[src/sv/sha256_pkg.sv]
// ----------------------------------------------------------------------------
// sha256_pkg
// shared types, constants and round functions of the sha-256 message hasher
// ----------------------------------------------------------------------------
package sha256_pkg;

    localparam logic [7:0] PAD_BYTE = 8'h80;

    typedef enum logic [2:0] {
        ST_IDLE,
        ST_PAD,
        ST_ROUND,
        ST_ADD
    } t_state;

    typedef enum logic [1:0] {
        SEL_IN,
        SEL_PAD,
        SEL_ZERO,
        SEL_LEN
    } t_byte_sel;

    // controller to datapath
    typedef struct packed {
        logic      push;
        t_byte_sel byte_sel;
        logic      count_msg;
        logic      load_v;
        logic      round;
        logic [5:0] round_idx;
        logic      accum;
        logic      finish;
    } t_dp_cmd;

    // datapath to controller
    typedef struct packed {
        logic [5:0] fill;
        logic       out_busy;
    } t_dp_status;

    function automatic logic [31:0] f_iv(input logic [2:0] idx);
        logic [31:0] r;
        case (idx)
            3'd0: r = 32'h6a09e667;
            3'd1: r = 32'hbb67ae85;
            3'd2: r = 32'h3c6ef372;
            3'd3: r = 32'ha54ff53a;
            3'd4: r = 32'h510e527f;
            3'd5: r = 32'h9b05688c;
            3'd6: r = 32'h1f83d9ab;
            default: r = 32'h5be0cd19;
        endcase
        return r;
    endfunction

    function automatic logic [31:0] f_k(input logic [5:0] idx);
        logic [31:0] r;
        case (idx)
            6'd0:  r = 32'h428a2f98; 6'd1:  r = 32'h71374491;
            6'd2:  r = 32'hb5c0fbcf; 6'd3:  r = 32'he9b5dba5;
            6'd4:  r = 32'h3956c25b; 6'd5:  r = 32'h59f111f1;
            6'd6:  r = 32'h923f82a4; 6'd7:  r = 32'hab1c5ed5;
            6'd8:  r = 32'hd807aa98; 6'd9:  r = 32'h12835b01;
            6'd10: r = 32'h243185be; 6'd11: r = 32'h550c7dc3;
            6'd12: r = 32'h72be5d74; 6'd13: r = 32'h80deb1fe;
            6'd14: r = 32'h9bdc06a7; 6'd15: r = 32'hc19bf174;
            6'd16: r = 32'he49b69c1; 6'd17: r = 32'hefbe4786;
            6'd18: r = 32'h0fc19dc6; 6'd19: r = 32'h240ca1cc;
            6'd20: r = 32'h2de92c6f; 6'd21: r = 32'h4a7484aa;
            6'd22: r = 32'h5cb0a9dc; 6'd23: r = 32'h76f988da;
            6'd24: r = 32'h983e5152; 6'd25: r = 32'ha831c66d;
            6'd26: r = 32'hb00327c8; 6'd27: r = 32'hbf597fc7;
            6'd28: r = 32'hc6e00bf3; 6'd29: r = 32'hd5a79147;
            6'd30: r = 32'h06ca6351; 6'd31: r = 32'h14292967;
            6'd32: r = 32'h27b70a85; 6'd33: r = 32'h2e1b2138;
            6'd34: r = 32'h4d2c6dfc; 6'd35: r = 32'h53380d13;
            6'd36: r = 32'h650a7354; 6'd37: r = 32'h766a0abb;
            6'd38: r = 32'h81c2c92e; 6'd39: r = 32'h92722c85;
            6'd40: r = 32'ha2bfe8a1; 6'd41: r = 32'ha81a664b;
            6'd42: r = 32'hc24b8b70; 6'd43: r = 32'hc76c51a3;
            6'd44: r = 32'hd192e819; 6'd45: r = 32'hd6990624;
            6'd46: r = 32'hf40e3585; 6'd47: r = 32'h106aa070;
            6'd48: r = 32'h19a4c116; 6'd49: r = 32'h1e376c08;
            6'd50: r = 32'h2748774c; 6'd51: r = 32'h34b0bcb5;
            6'd52: r = 32'h391c0cb3; 6'd53: r = 32'h4ed8aa4a;
            6'd54: r = 32'h5b9cca4f; 6'd55: r = 32'h682e6ff3;
            6'd56: r = 32'h748f82ee; 6'd57: r = 32'h78a5636f;
            6'd58: r = 32'h84c87814; 6'd59: r = 32'h8cc70208;
            6'd60: r = 32'h90befffa; 6'd61: r = 32'ha4506ceb;
            6'd62: r = 32'hbef9a3f7;
            default: r = 32'hc67178f2;
        endcase
        return r;
    endfunction

    function automatic logic [31:0] f_ror(input logic [31:0] x, input logic [4:0] n);
        return (x >> n) | (x << (6'd32 - {1'b0, n}));
    endfunction

    function automatic logic [31:0] f_big_s0(input logic [31:0] x);
        return f_ror(x, 5'd2) ^ f_ror(x, 5'd13) ^ f_ror(x, 5'd22);
    endfunction

    function automatic logic [31:0] f_big_s1(input logic [31:0] x);
        return f_ror(x, 5'd6) ^ f_ror(x, 5'd11) ^ f_ror(x, 5'd25);
    endfunction

    function automatic logic [31:0] f_sig0(input logic [31:0] x);
        return f_ror(x, 5'd7) ^ f_ror(x, 5'd18) ^ (x >> 3);
    endfunction

    function automatic logic [31:0] f_sig1(input logic [31:0] x);
        return f_ror(x, 5'd17) ^ f_ror(x, 5'd19) ^ (x >> 10);
    endfunction

endpackage

[src/sv/sha256_datapath.sv]
// ----------------------------------------------------------------------------
// sha256_datapath
// byte packing, message schedule window, round unit, chaining state, digest out
// ----------------------------------------------------------------------------
module sha256_datapath
    import sha256_pkg::*;
(
    input  logic        i_clk,
    input  logic        i_rst_n,
    input  t_dp_cmd     i_cmd,
    input  logic [7:0]  i_byte,
    input  logic        i_out_ready,
    output t_dp_status  o_status,
    output logic        o_out_valid,
    output logic [31:0] o_out_word,
    output logic [2:0]  o_out_index,
    output logic        o_out_last
);

    logic [5:0]  r_fill;
    logic [60:0] r_msg;
    logic [23:0] r_acc;
    logic [31:0] r_w     [16];
    logic [31:0] r_v     [8];
    logic [31:0] r_chain [8];
    logic [31:0] r_dig   [8];
    logic        r_out_valid;
    logic [2:0]  r_out_cnt;

    logic [63:0] len_bits;
    logic [63:0] len_shift;
    logic [7:0]  sel_byte;
    logic [31:0] sched;
    logic [31:0] t1;
    logic [31:0] t2;
    logic [31:0] ch;
    logic [31:0] maj;

    assign len_bits  = {r_msg, 3'b000};
    assign len_shift = len_bits >> {~r_fill[2:0], 3'b000};

    always_comb begin
        case (i_cmd.byte_sel)
            SEL_IN:   sel_byte = i_byte;
            SEL_PAD:  sel_byte = PAD_BYTE;
            SEL_LEN:  sel_byte = len_shift[7:0];
            default:  sel_byte = 8'h00;
        endcase
    end

    // next schedule word w[t+16] from the window taps
    assign sched = f_sig1(r_w[14]) + r_w[9] + f_sig0(r_w[1]) + r_w[0];

    assign ch  = (r_v[4] & r_v[5]) ^ (~r_v[4] & r_v[6]);
    assign maj = (r_v[0] & r_v[1]) ^ (r_v[0] & r_v[2]) ^ (r_v[1] & r_v[2]);
    assign t1  = r_v[7] + f_big_s1(r_v[4]) + ch + f_k(i_cmd.round_idx) + r_w[0];
    assign t2  = f_big_s0(r_v[0]) + maj;

    // control counters
    always_ff @(posedge i_clk) begin
        if (!i_rst_n) begin
            r_fill <= '0;
            r_msg  <= '0;
        end else begin
            if (i_cmd.push) begin
                r_fill <= r_fill + 6'd1;
            end
            if (i_cmd.finish) begin
                r_msg <= '0;
            end else if (i_cmd.push && i_cmd.count_msg) begin
                r_msg <= r_msg + 61'd1;
            end
        end
    end

    // byte packing and schedule window
    always_ff @(posedge i_clk) begin
        if (i_cmd.push) begin
            if (r_fill[1:0] == 2'd3) begin
                for (int i = 0; i < 15; i++) begin
                    r_w[i] <= r_w[i + 1];
                end
                r_w[15] <= {r_acc, sel_byte};
            end else begin
                r_acc <= {r_acc[15:0], sel_byte};
            end
        end else if (i_cmd.round) begin
            for (int i = 0; i < 15; i++) begin
                r_w[i] <= r_w[i + 1];
            end
            r_w[15] <= sched;
        end
    end

    // working variables
    always_ff @(posedge i_clk) begin
        if (i_cmd.load_v) begin
            for (int i = 0; i < 8; i++) begin
                r_v[i] <= r_chain[i];
            end
        end else if (i_cmd.round) begin
            r_v[7] <= r_v[6];
            r_v[6] <= r_v[5];
            r_v[5] <= r_v[4];
            r_v[4] <= r_v[3] + t1;
            r_v[3] <= r_v[2];
            r_v[2] <= r_v[1];
            r_v[1] <= r_v[0];
            r_v[0] <= t1 + t2;
        end
    end

    // chaining state
    always_ff @(posedge i_clk) begin
        if (!i_rst_n) begin
            for (int i = 0; i < 8; i++) begin
                r_chain[i] <= f_iv(3'(i));
            end
        end else if (i_cmd.finish) begin
            for (int i = 0; i < 8; i++) begin
                r_chain[i] <= f_iv(3'(i));
            end
        end else if (i_cmd.accum) begin
            for (int i = 0; i < 8; i++) begin
                r_chain[i] <= r_chain[i] + r_v[i];
            end
        end
    end

    // digest output buffer, drained one word per handshake
    always_ff @(posedge i_clk) begin
        if (i_cmd.finish) begin
            for (int i = 0; i < 8; i++) begin
                r_dig[i] <= r_chain[i] + r_v[i];
            end
        end else if (r_out_valid && i_out_ready) begin
            for (int i = 0; i < 7; i++) begin
                r_dig[i] <= r_dig[i + 1];
            end
        end
    end

    always_ff @(posedge i_clk) begin
        if (!i_rst_n) begin
            r_out_valid <= 1'b0;
            r_out_cnt   <= '0;
        end else if (i_cmd.finish) begin
            r_out_valid <= 1'b1;
            r_out_cnt   <= '0;
        end else if (r_out_valid && i_out_ready) begin
            r_out_cnt <= r_out_cnt + 3'd1;
            if (r_out_cnt == 3'd7) begin
                r_out_valid <= 1'b0;
            end
        end
    end

    assign o_status.fill     = r_fill;
    assign o_status.out_busy = r_out_valid;
    assign o_out_valid       = r_out_valid;
    assign o_out_word        = r_dig[0];
    assign o_out_index       = r_out_cnt;
    assign o_out_last        = (r_out_cnt == 3'd7);

endmodule

[src/sv/sha256_ctrl.sv]
// ----------------------------------------------------------------------------
// sha256_ctrl
// sequencer for byte intake, padding, the 64 rounds and the digest hand-off
// ----------------------------------------------------------------------------
module sha256_ctrl
    import sha256_pkg::*;
(
    input  logic       i_clk,
    input  logic       i_rst_n,
    input  logic       i_in_valid,
    input  logic       i_in_has,
    input  logic       i_in_end,
    input  t_dp_status i_status,
    output logic       o_in_ready,
    output t_dp_cmd    o_cmd
);

    t_state     r_state, n_state;
    logic [5:0] r_round, n_round;
    logic       r_padding, n_padding;
    logic       r_pad80, n_pad80;
    logic       r_len_ok, n_len_ok;
    logic       r_final, n_final;
    logic       accept;

    assign o_in_ready = (r_state == ST_IDLE);
    assign accept     = i_in_valid && o_in_ready;

    always_ff @(posedge i_clk) begin
        if (!i_rst_n) begin
            r_state   <= ST_IDLE;
            r_round   <= '0;
            r_padding <= 1'b0;
            r_pad80   <= 1'b0;
            r_len_ok  <= 1'b0;
            r_final   <= 1'b0;
        end else begin
            r_state   <= n_state;
            r_round   <= n_round;
            r_padding <= n_padding;
            r_pad80   <= n_pad80;
            r_len_ok  <= n_len_ok;
            r_final   <= n_final;
        end
    end

    always_comb begin
        n_state   = r_state;
        n_round   = r_round;
        n_padding = r_padding;
        n_pad80   = r_pad80;
        n_len_ok  = r_len_ok;
        n_final   = r_final;
        o_cmd     = '0;
        o_cmd.byte_sel  = SEL_IN;
        o_cmd.round_idx = r_round;
        case (r_state)
            ST_IDLE: begin
                if (accept) begin
                    if (i_in_end) begin
                        n_padding = 1'b1;
                        n_pad80   = 1'b0;
                        n_state   = ST_PAD;
                    end
                    if (i_in_has) begin
                        o_cmd.push      = 1'b1;
                        o_cmd.count_msg = 1'b1;
                        if (i_status.fill == 6'd63) begin
                            o_cmd.load_v = 1'b1;
                            n_round      = '0;
                            n_state      = ST_ROUND;
                        end
                    end
                end
            end
            ST_PAD: begin
                o_cmd.push = 1'b1;
                if (!r_pad80) begin
                    o_cmd.byte_sel = SEL_PAD;
                    n_pad80        = 1'b1;
                    n_len_ok       = (i_status.fill < 6'd56);
                end else if ((i_status.fill[5:3] == 3'd7) && r_len_ok) begin
                    o_cmd.byte_sel = SEL_LEN;
                    if (i_status.fill == 6'd63) begin
                        n_final = 1'b1;
                    end
                end else begin
                    o_cmd.byte_sel = SEL_ZERO;
                end
                if (i_status.fill == 6'd63) begin
                    o_cmd.load_v = 1'b1;
                    n_round      = '0;
                    n_state      = ST_ROUND;
                end
            end
            ST_ROUND: begin
                o_cmd.round = 1'b1;
                n_round     = r_round + 6'd1;
                if (r_round == 6'd63) begin
                    n_state = ST_ADD;
                end
            end
            ST_ADD: begin
                if (r_final) begin
                    // hold the finished state until the previous digest has drained
                    if (!i_status.out_busy) begin
                        o_cmd.finish = 1'b1;
                        n_final      = 1'b0;
                        n_padding    = 1'b0;
                        n_pad80      = 1'b0;
                        n_len_ok     = 1'b0;
                        n_state      = ST_IDLE;
                    end
                end else begin
                    o_cmd.accum = 1'b1;
                    if (r_padding) begin
                        n_len_ok = 1'b1;
                        n_state  = ST_PAD;
                    end else begin
                        n_state = ST_IDLE;
                    end
                end
            end
            default: begin
                n_state = ST_IDLE;
            end
        endcase
    end

    a_round_follows_load: assert property (@(posedge i_clk) disable iff (!i_rst_n)
        o_cmd.load_v |=> (r_state == ST_ROUND) && (r_round == 6'd0))
        else $error("compression did not start after a full block");

    a_finish_only_when_drained: assert property (@(posedge i_clk) disable iff (!i_rst_n)
        o_cmd.finish |-> !i_status.out_busy)
        else $error("digest overwritten before it was delivered");

    a_no_push_during_rounds: assert property (@(posedge i_clk) disable iff (!i_rst_n)
        !(o_cmd.push && (o_cmd.round || o_cmd.accum || o_cmd.finish)))
        else $error("byte pushed while the window is busy");

    a_final_block_full: assert property (@(posedge i_clk) disable iff (!i_rst_n)
        $rose(r_final) |-> (r_state == ST_ROUND) && (i_status.fill == 6'd0))
        else $error("length bytes did not close a block");

endmodule

[src/sv/sha256_message_hasher.sv]
// ----------------------------------------------------------------------------
// sha256_message_hasher
// sha-256 of a byte stream, eight digest words out per message
// ----------------------------------------------------------------------------
// usage:
//   slave channel takes one word per handshake: a message byte in tdata,
//   tuser high when the byte belongs to the message, tlast on the final word
//   of the message (tuser low with tlast hashes an empty tail)
//   master channel returns the eight digest words, index 0 first, tlast on
//   the eighth
// timing:
//   bytes are taken one per cycle; the 64th byte of a block starts the
//   compression rounds and one chaining add, during which tready is low
//   after the final word the sequencer feeds the padding one byte a cycle
//   (up to 72 bytes, two compressions when the tail holds 56 or more bytes)
// stall:
//   the digest sits in its own buffer, so the next message is taken while the
//   receiver stalls; only a second finished digest waits for the first
//   to drain
// reset:
//   synchronous active-low reset restores the initial hash values, clears
//   the byte and length counters and drops m_axis_tvalid
// ----------------------------------------------------------------------------
module sha256_message_hasher
    import sha256_pkg::*;
(
    input  logic        i_clk,
    input  logic        i_rst_n,
    input  logic        s_axis_tvalid,
    output logic        s_axis_tready,
    input  logic [7:0]  s_axis_tdata,   // [7:0] data_byte
    input  logic        s_axis_tuser,   // [0] has_byte
    input  logic        s_axis_tlast,   // end_of_message
    output logic        m_axis_tvalid,
    input  logic        m_axis_tready,
    output logic [39:0] m_axis_tdata,   // [31:0] digest_word, [34:32] word_index, zero fill
    output logic        m_axis_tlast    // last_word
);

    // command and status between sequencer and datapath
    t_dp_cmd    cmd;
    t_dp_status status;

    logic [31:0] out_word;
    logic [2:0]  out_index;

    sha256_ctrl u_ctrl (
        .i_clk      (i_clk),
        .i_rst_n    (i_rst_n),
        .i_in_valid (s_axis_tvalid),
        .i_in_has   (s_axis_tuser),
        .i_in_end   (s_axis_tlast),
        .i_status   (status),
        .o_in_ready (s_axis_tready),
        .o_cmd      (cmd)
    );

    sha256_datapath u_datapath (
        .i_clk       (i_clk),
        .i_rst_n     (i_rst_n),
        .i_cmd       (cmd),
        .i_byte      (s_axis_tdata),
        .i_out_ready (m_axis_tready),
        .o_status    (status),
        .o_out_valid (m_axis_tvalid),
        .o_out_word  (out_word),
        .o_out_index (out_index),
        .o_out_last  (m_axis_tlast)
    );

    // digest word in the low bits, its index above, zero fill to a whole byte
    assign m_axis_tdata = {5'b00000, out_index, out_word};

endmodule

[config.mk]
export PLATFORM = sky130hd
export DESIGN_NAME = sha256_message_hasher
export DESIGN_NICKNAME = d
export VERILOG_FILES = /design/src/sv/sha256_pkg.sv /design/src/sv/sha256_datapath.sv /design/src/sv/sha256_ctrl.sv /design/src/sv/sha256_message_hasher.sv
export SDC_FILE = /design/constraint.sdc
export NUM_CORES = 2
export LEC_CHECK = 0
export ABC_CLOCK_PERIOD_IN_PS = 21700
export BUFFER_PORTS_ARGS = -buffer_cell sky130_fd_sc_hd__buf_4
export CORE_AREA = 3 3 569 571
export DETAILED_ROUTE_END_ITERATION = 8
export DIE_AREA = 0 0 572 574
export PLACE_DENSITY = 0.41
export SETUP_SLACK_MARGIN = 0.3
export SYNTH_ARGS = -nofsm -noshare
export SYNTH_HDL_FRONTEND = slang
export SYNTH_SLANG_ARGS = --single-unit
[constraint.sdc]
create_clock -name i_clk -period 21.7 [get_ports i_clk]
set_clock_uncertainty 0.1 [all_clocks]
set_input_delay 4.34 -clock i_clk [delete_from_list [all_inputs] [get_ports i_clk]]
set_output_delay 4.34 -clock i_clk [all_outputs]
set_load 0.02 [all_outputs]
==> results.sh <==
export IMPL_initial_core_util_pct=25.00
export IMPL_layout_drive_gt1_share_pct=6.656
export IMPL_routed_wl_um=264500
export IMPL_final_common_cell="nand2_1"
export IMPL_grt_remaining_overflow=0
export IMPL_startpoint_type="flip-flop"
export IMPL_wl_per_cell_um=22.74
export IMPL_final_cell_mix="nand2_1 (1,290), edfxtp_1 (1,272), o21ai_0 (479)"
export IMPL_min_path_type="flip-flop to flip-flop"
export IMPL_max_slew_margin_pct=21.25
export IMPL_syn_cell_area_um2=79580
export IMPL_first_iter_violations=4141
export IMPL_fin_total_pwr_uw=7037
export IMPL_final_hold_viol_count=0
export IMPL_path_max_fanout=6
export IMPL_r2r_setup_slack_ns=13.22
export IMPL_cp_common_cell="fa_1"
export IMPL_fmax_mhz=118.0
export IMPL_cp_required_ns=22.09
export IMPL_cts_buffer_depth=4
export IMPL_critPathCaptureType="flip-flop"
export IMPL_ir_worst_vdd_mv=0.06000
export IMPL_post_cts_resize_count=0
export IMPL_synth_top_cell_area_share_pct=48.00
export IMPL_syn_area_per_cell_um2=10.82
export IMPL_synth_edf_count=1272
export IMPL_synth_warnings=0
export IMPL_rows=207
export IMPL_fin_crit_sh_pct=39.06
export IMPL_min_period_ns=8.475
export IMPL_ff2ff_path_depth=29
export IMPL_tritoncts="yes"
export IMPL_synth_cells=7353
export IMPL_setup_tns_final_ns=0
export IMPL_vias_per_cell=4.715
export IMPL_grt_pass1_wl_um=385300
export IMPL_first_pass_iters=7
export IMPL_io_buffers=51
export IMPL_via_count=54850
export IMPL_antenna_found_initial=7
export IMPL_p_leak_uw=0.03243
export IMPL_grt_max_degree=213
export IMPL_p_per_area_nw_per_um2=77.94
export IMPL_grtUsageTotal_pct=15.72
export IMPL_ant_nets=0
export IMPL_slew_viol_final=0
export IMPL_cap_violations=0
export IMPL_hold_worst_slack_ns=0.2579
export IMPL_cts_made_buffers=176
export IMPL_die_area_um2=328300
export IMPL_yosys_top_cells_area="edfxtp_1 (48%), ha_1 (6.2%), nand2_1 (6.1%)"
export IMPL_gp_congestion=0.9065
export IMPL_numClockSinks=1420
export IMPL_cp_data_arrival_time_ns=8.86
export IMPL_first_global_vias=55940
export IMPL_ys_types=94
export IMPL_die_h_um=574
export IMPL_cp_slowest_cell="o21ai_0"
export IMPL_postCtsHoldBufs=0
export IMPL_insertion_delay_ns=0.89
export IMPL_coreArea_um2=318300
export IMPL_die_width_um=572
export IMPL_synthArstFlopShare_pct=0
export IMPL_ioPinCount=57
export IMPL_ctsHtreeMaxLevel=4
export IMPL_slowest_delay_ns=0.85
export IMPL_seq_area_frac_synth_pct=51.72
export IMPL_holdPathStages=0
export IMPL_fin_nets=7917
export IMPL_rsz0062_at_grt="false"
export IMPL_synthToLayoutAreaGrowth_pct=13.45
export IMPL_synth_seq_cells=1420
export IMPL_cts_setup_buffers=0
export IMPL_root_buffer="clkbuf_16"
export IMPL_drc_errors=0
export IMPL_status="finished, final reports clean"
export IMPL_worstMarginPinSlew_ns=1.181
export IMPL_synth_top_area_cell="edfxtp_1"
export IMPL_setup_viol=0
export IMPL_place_hpwl_um=190100
export IMPL_worst_setup_path_type="flip-flop to flip-flop"
export IMPL_clk_pin_slew_ns=0.06
export IMPL_synth_main_ff_cell="edfxtp_1"
[cells in the mapped netlist, drive strengths merged, types with 27 or more instances]
master and number:
nor2b 45, o21a 61, o21bai 52, a31oi 51
a21o 181, xnor2 408, buf 88, inv 388
and3 62, mux2 36, edfxtp 1272, a21oi 401
clkbuf 261, or3 53, nor3 86, nand4 40
o211ai 52, fa 195, nor2 417, nand3 115
and2 35, a211oi 39, ha 394, mux2i 27
xor2 233, nand2 1300, nand2b 66, o21ai 494
dfxtp 148
[final timing paths]
kind | start | to
max | u_datapath.r_v[0][153] | u_datapath.r_v[0][154]
min | u_datapath.r_w[1][226] | u_datapath.r_w[1][194]
max reg2reg | u_datapath.r_v[0][153] | u_datapath.r_v[0][154]
min reg2reg | u_datapath.r_w[1][226] | u_datapath.r_w[1][194]
[per-stage QoR]
step                      worst slack [ns]  utilization (%)  instance area [um^2]  cells
after floorplan                      4.194                -                 79600   7358
after global placement               12.95            26.53                 84450  11320
after detailed placement             12.88            26.53                 84450  11320
after CTS                            12.94            28.36                 90280  11630
after global routing                 12.70            28.36                 90290  11630
final                                13.22            28.36                 90290  11630
[logic make-up after synthesis]
group	share of synthesized area (%)
AO/OA/AOI/OAI	12.44
XOR/XNOR	7.083
adder cells (fa/ha/maj)	11.38
buffers and inverters	3.723
flip-flops	51.72
multiplexers	1.217
other	0.004712
AND/OR/NAND/NOR	12.43
[sequential cells by signal, indices dropped and copies added, names as in the netlist, 3 cells and up, named ones only]
register,flops
u_datapath.r_fill,6
u_datapath.r_dig,256
u_datapath.r_acc,24
u_ctrl.r_round,6
u_datapath.r_chain,256
u_datapath.r_v,256
u_datapath.r_msg,61
u_datapath.r_w,512
u_ctrl.r_state,3
u_datapath.o_out_index,3
[per-layer routing]
metal	part of all wire, %	GRT usage [%]	wire length [um]
met5	0	0	0
met4	3.4	5.237	9030
met3	4.2	1.748	11070
met2	46	25.51	121700
met1	46	21.71	122700
[critical path: cells and delay by family (launching register included)]
family,cells,cell delay [ns]
buffers and inverters,4,0.38
xor gates and xnor gates,4,1.01
adders and majority gates,6,2.28
DFF,1,0.73
and+or+nand+nor,3,0.41
AOI/OAI and AO/OA,12,3.22
[power by group]
part / total, uW / internal [uW] / switching [uW]
registers: 3020 / 3000 / 22.1
logic: 1000 / 376 / 624
clock network: 3020 / 1790 / 1230
[cell type report]
type	instances	area [um^2]
well taps	4180	5230
repair buffers	127	1016
flip-flops and latches	1420	41160
clock buffers	235	4933
diodes	1	2.502
inverters	390	1471
multi-input cells	5199	35570
clock inverters	81	899.6
fillers	32980	228000
No activity file was read; power rests on OpenSTA's default activity.
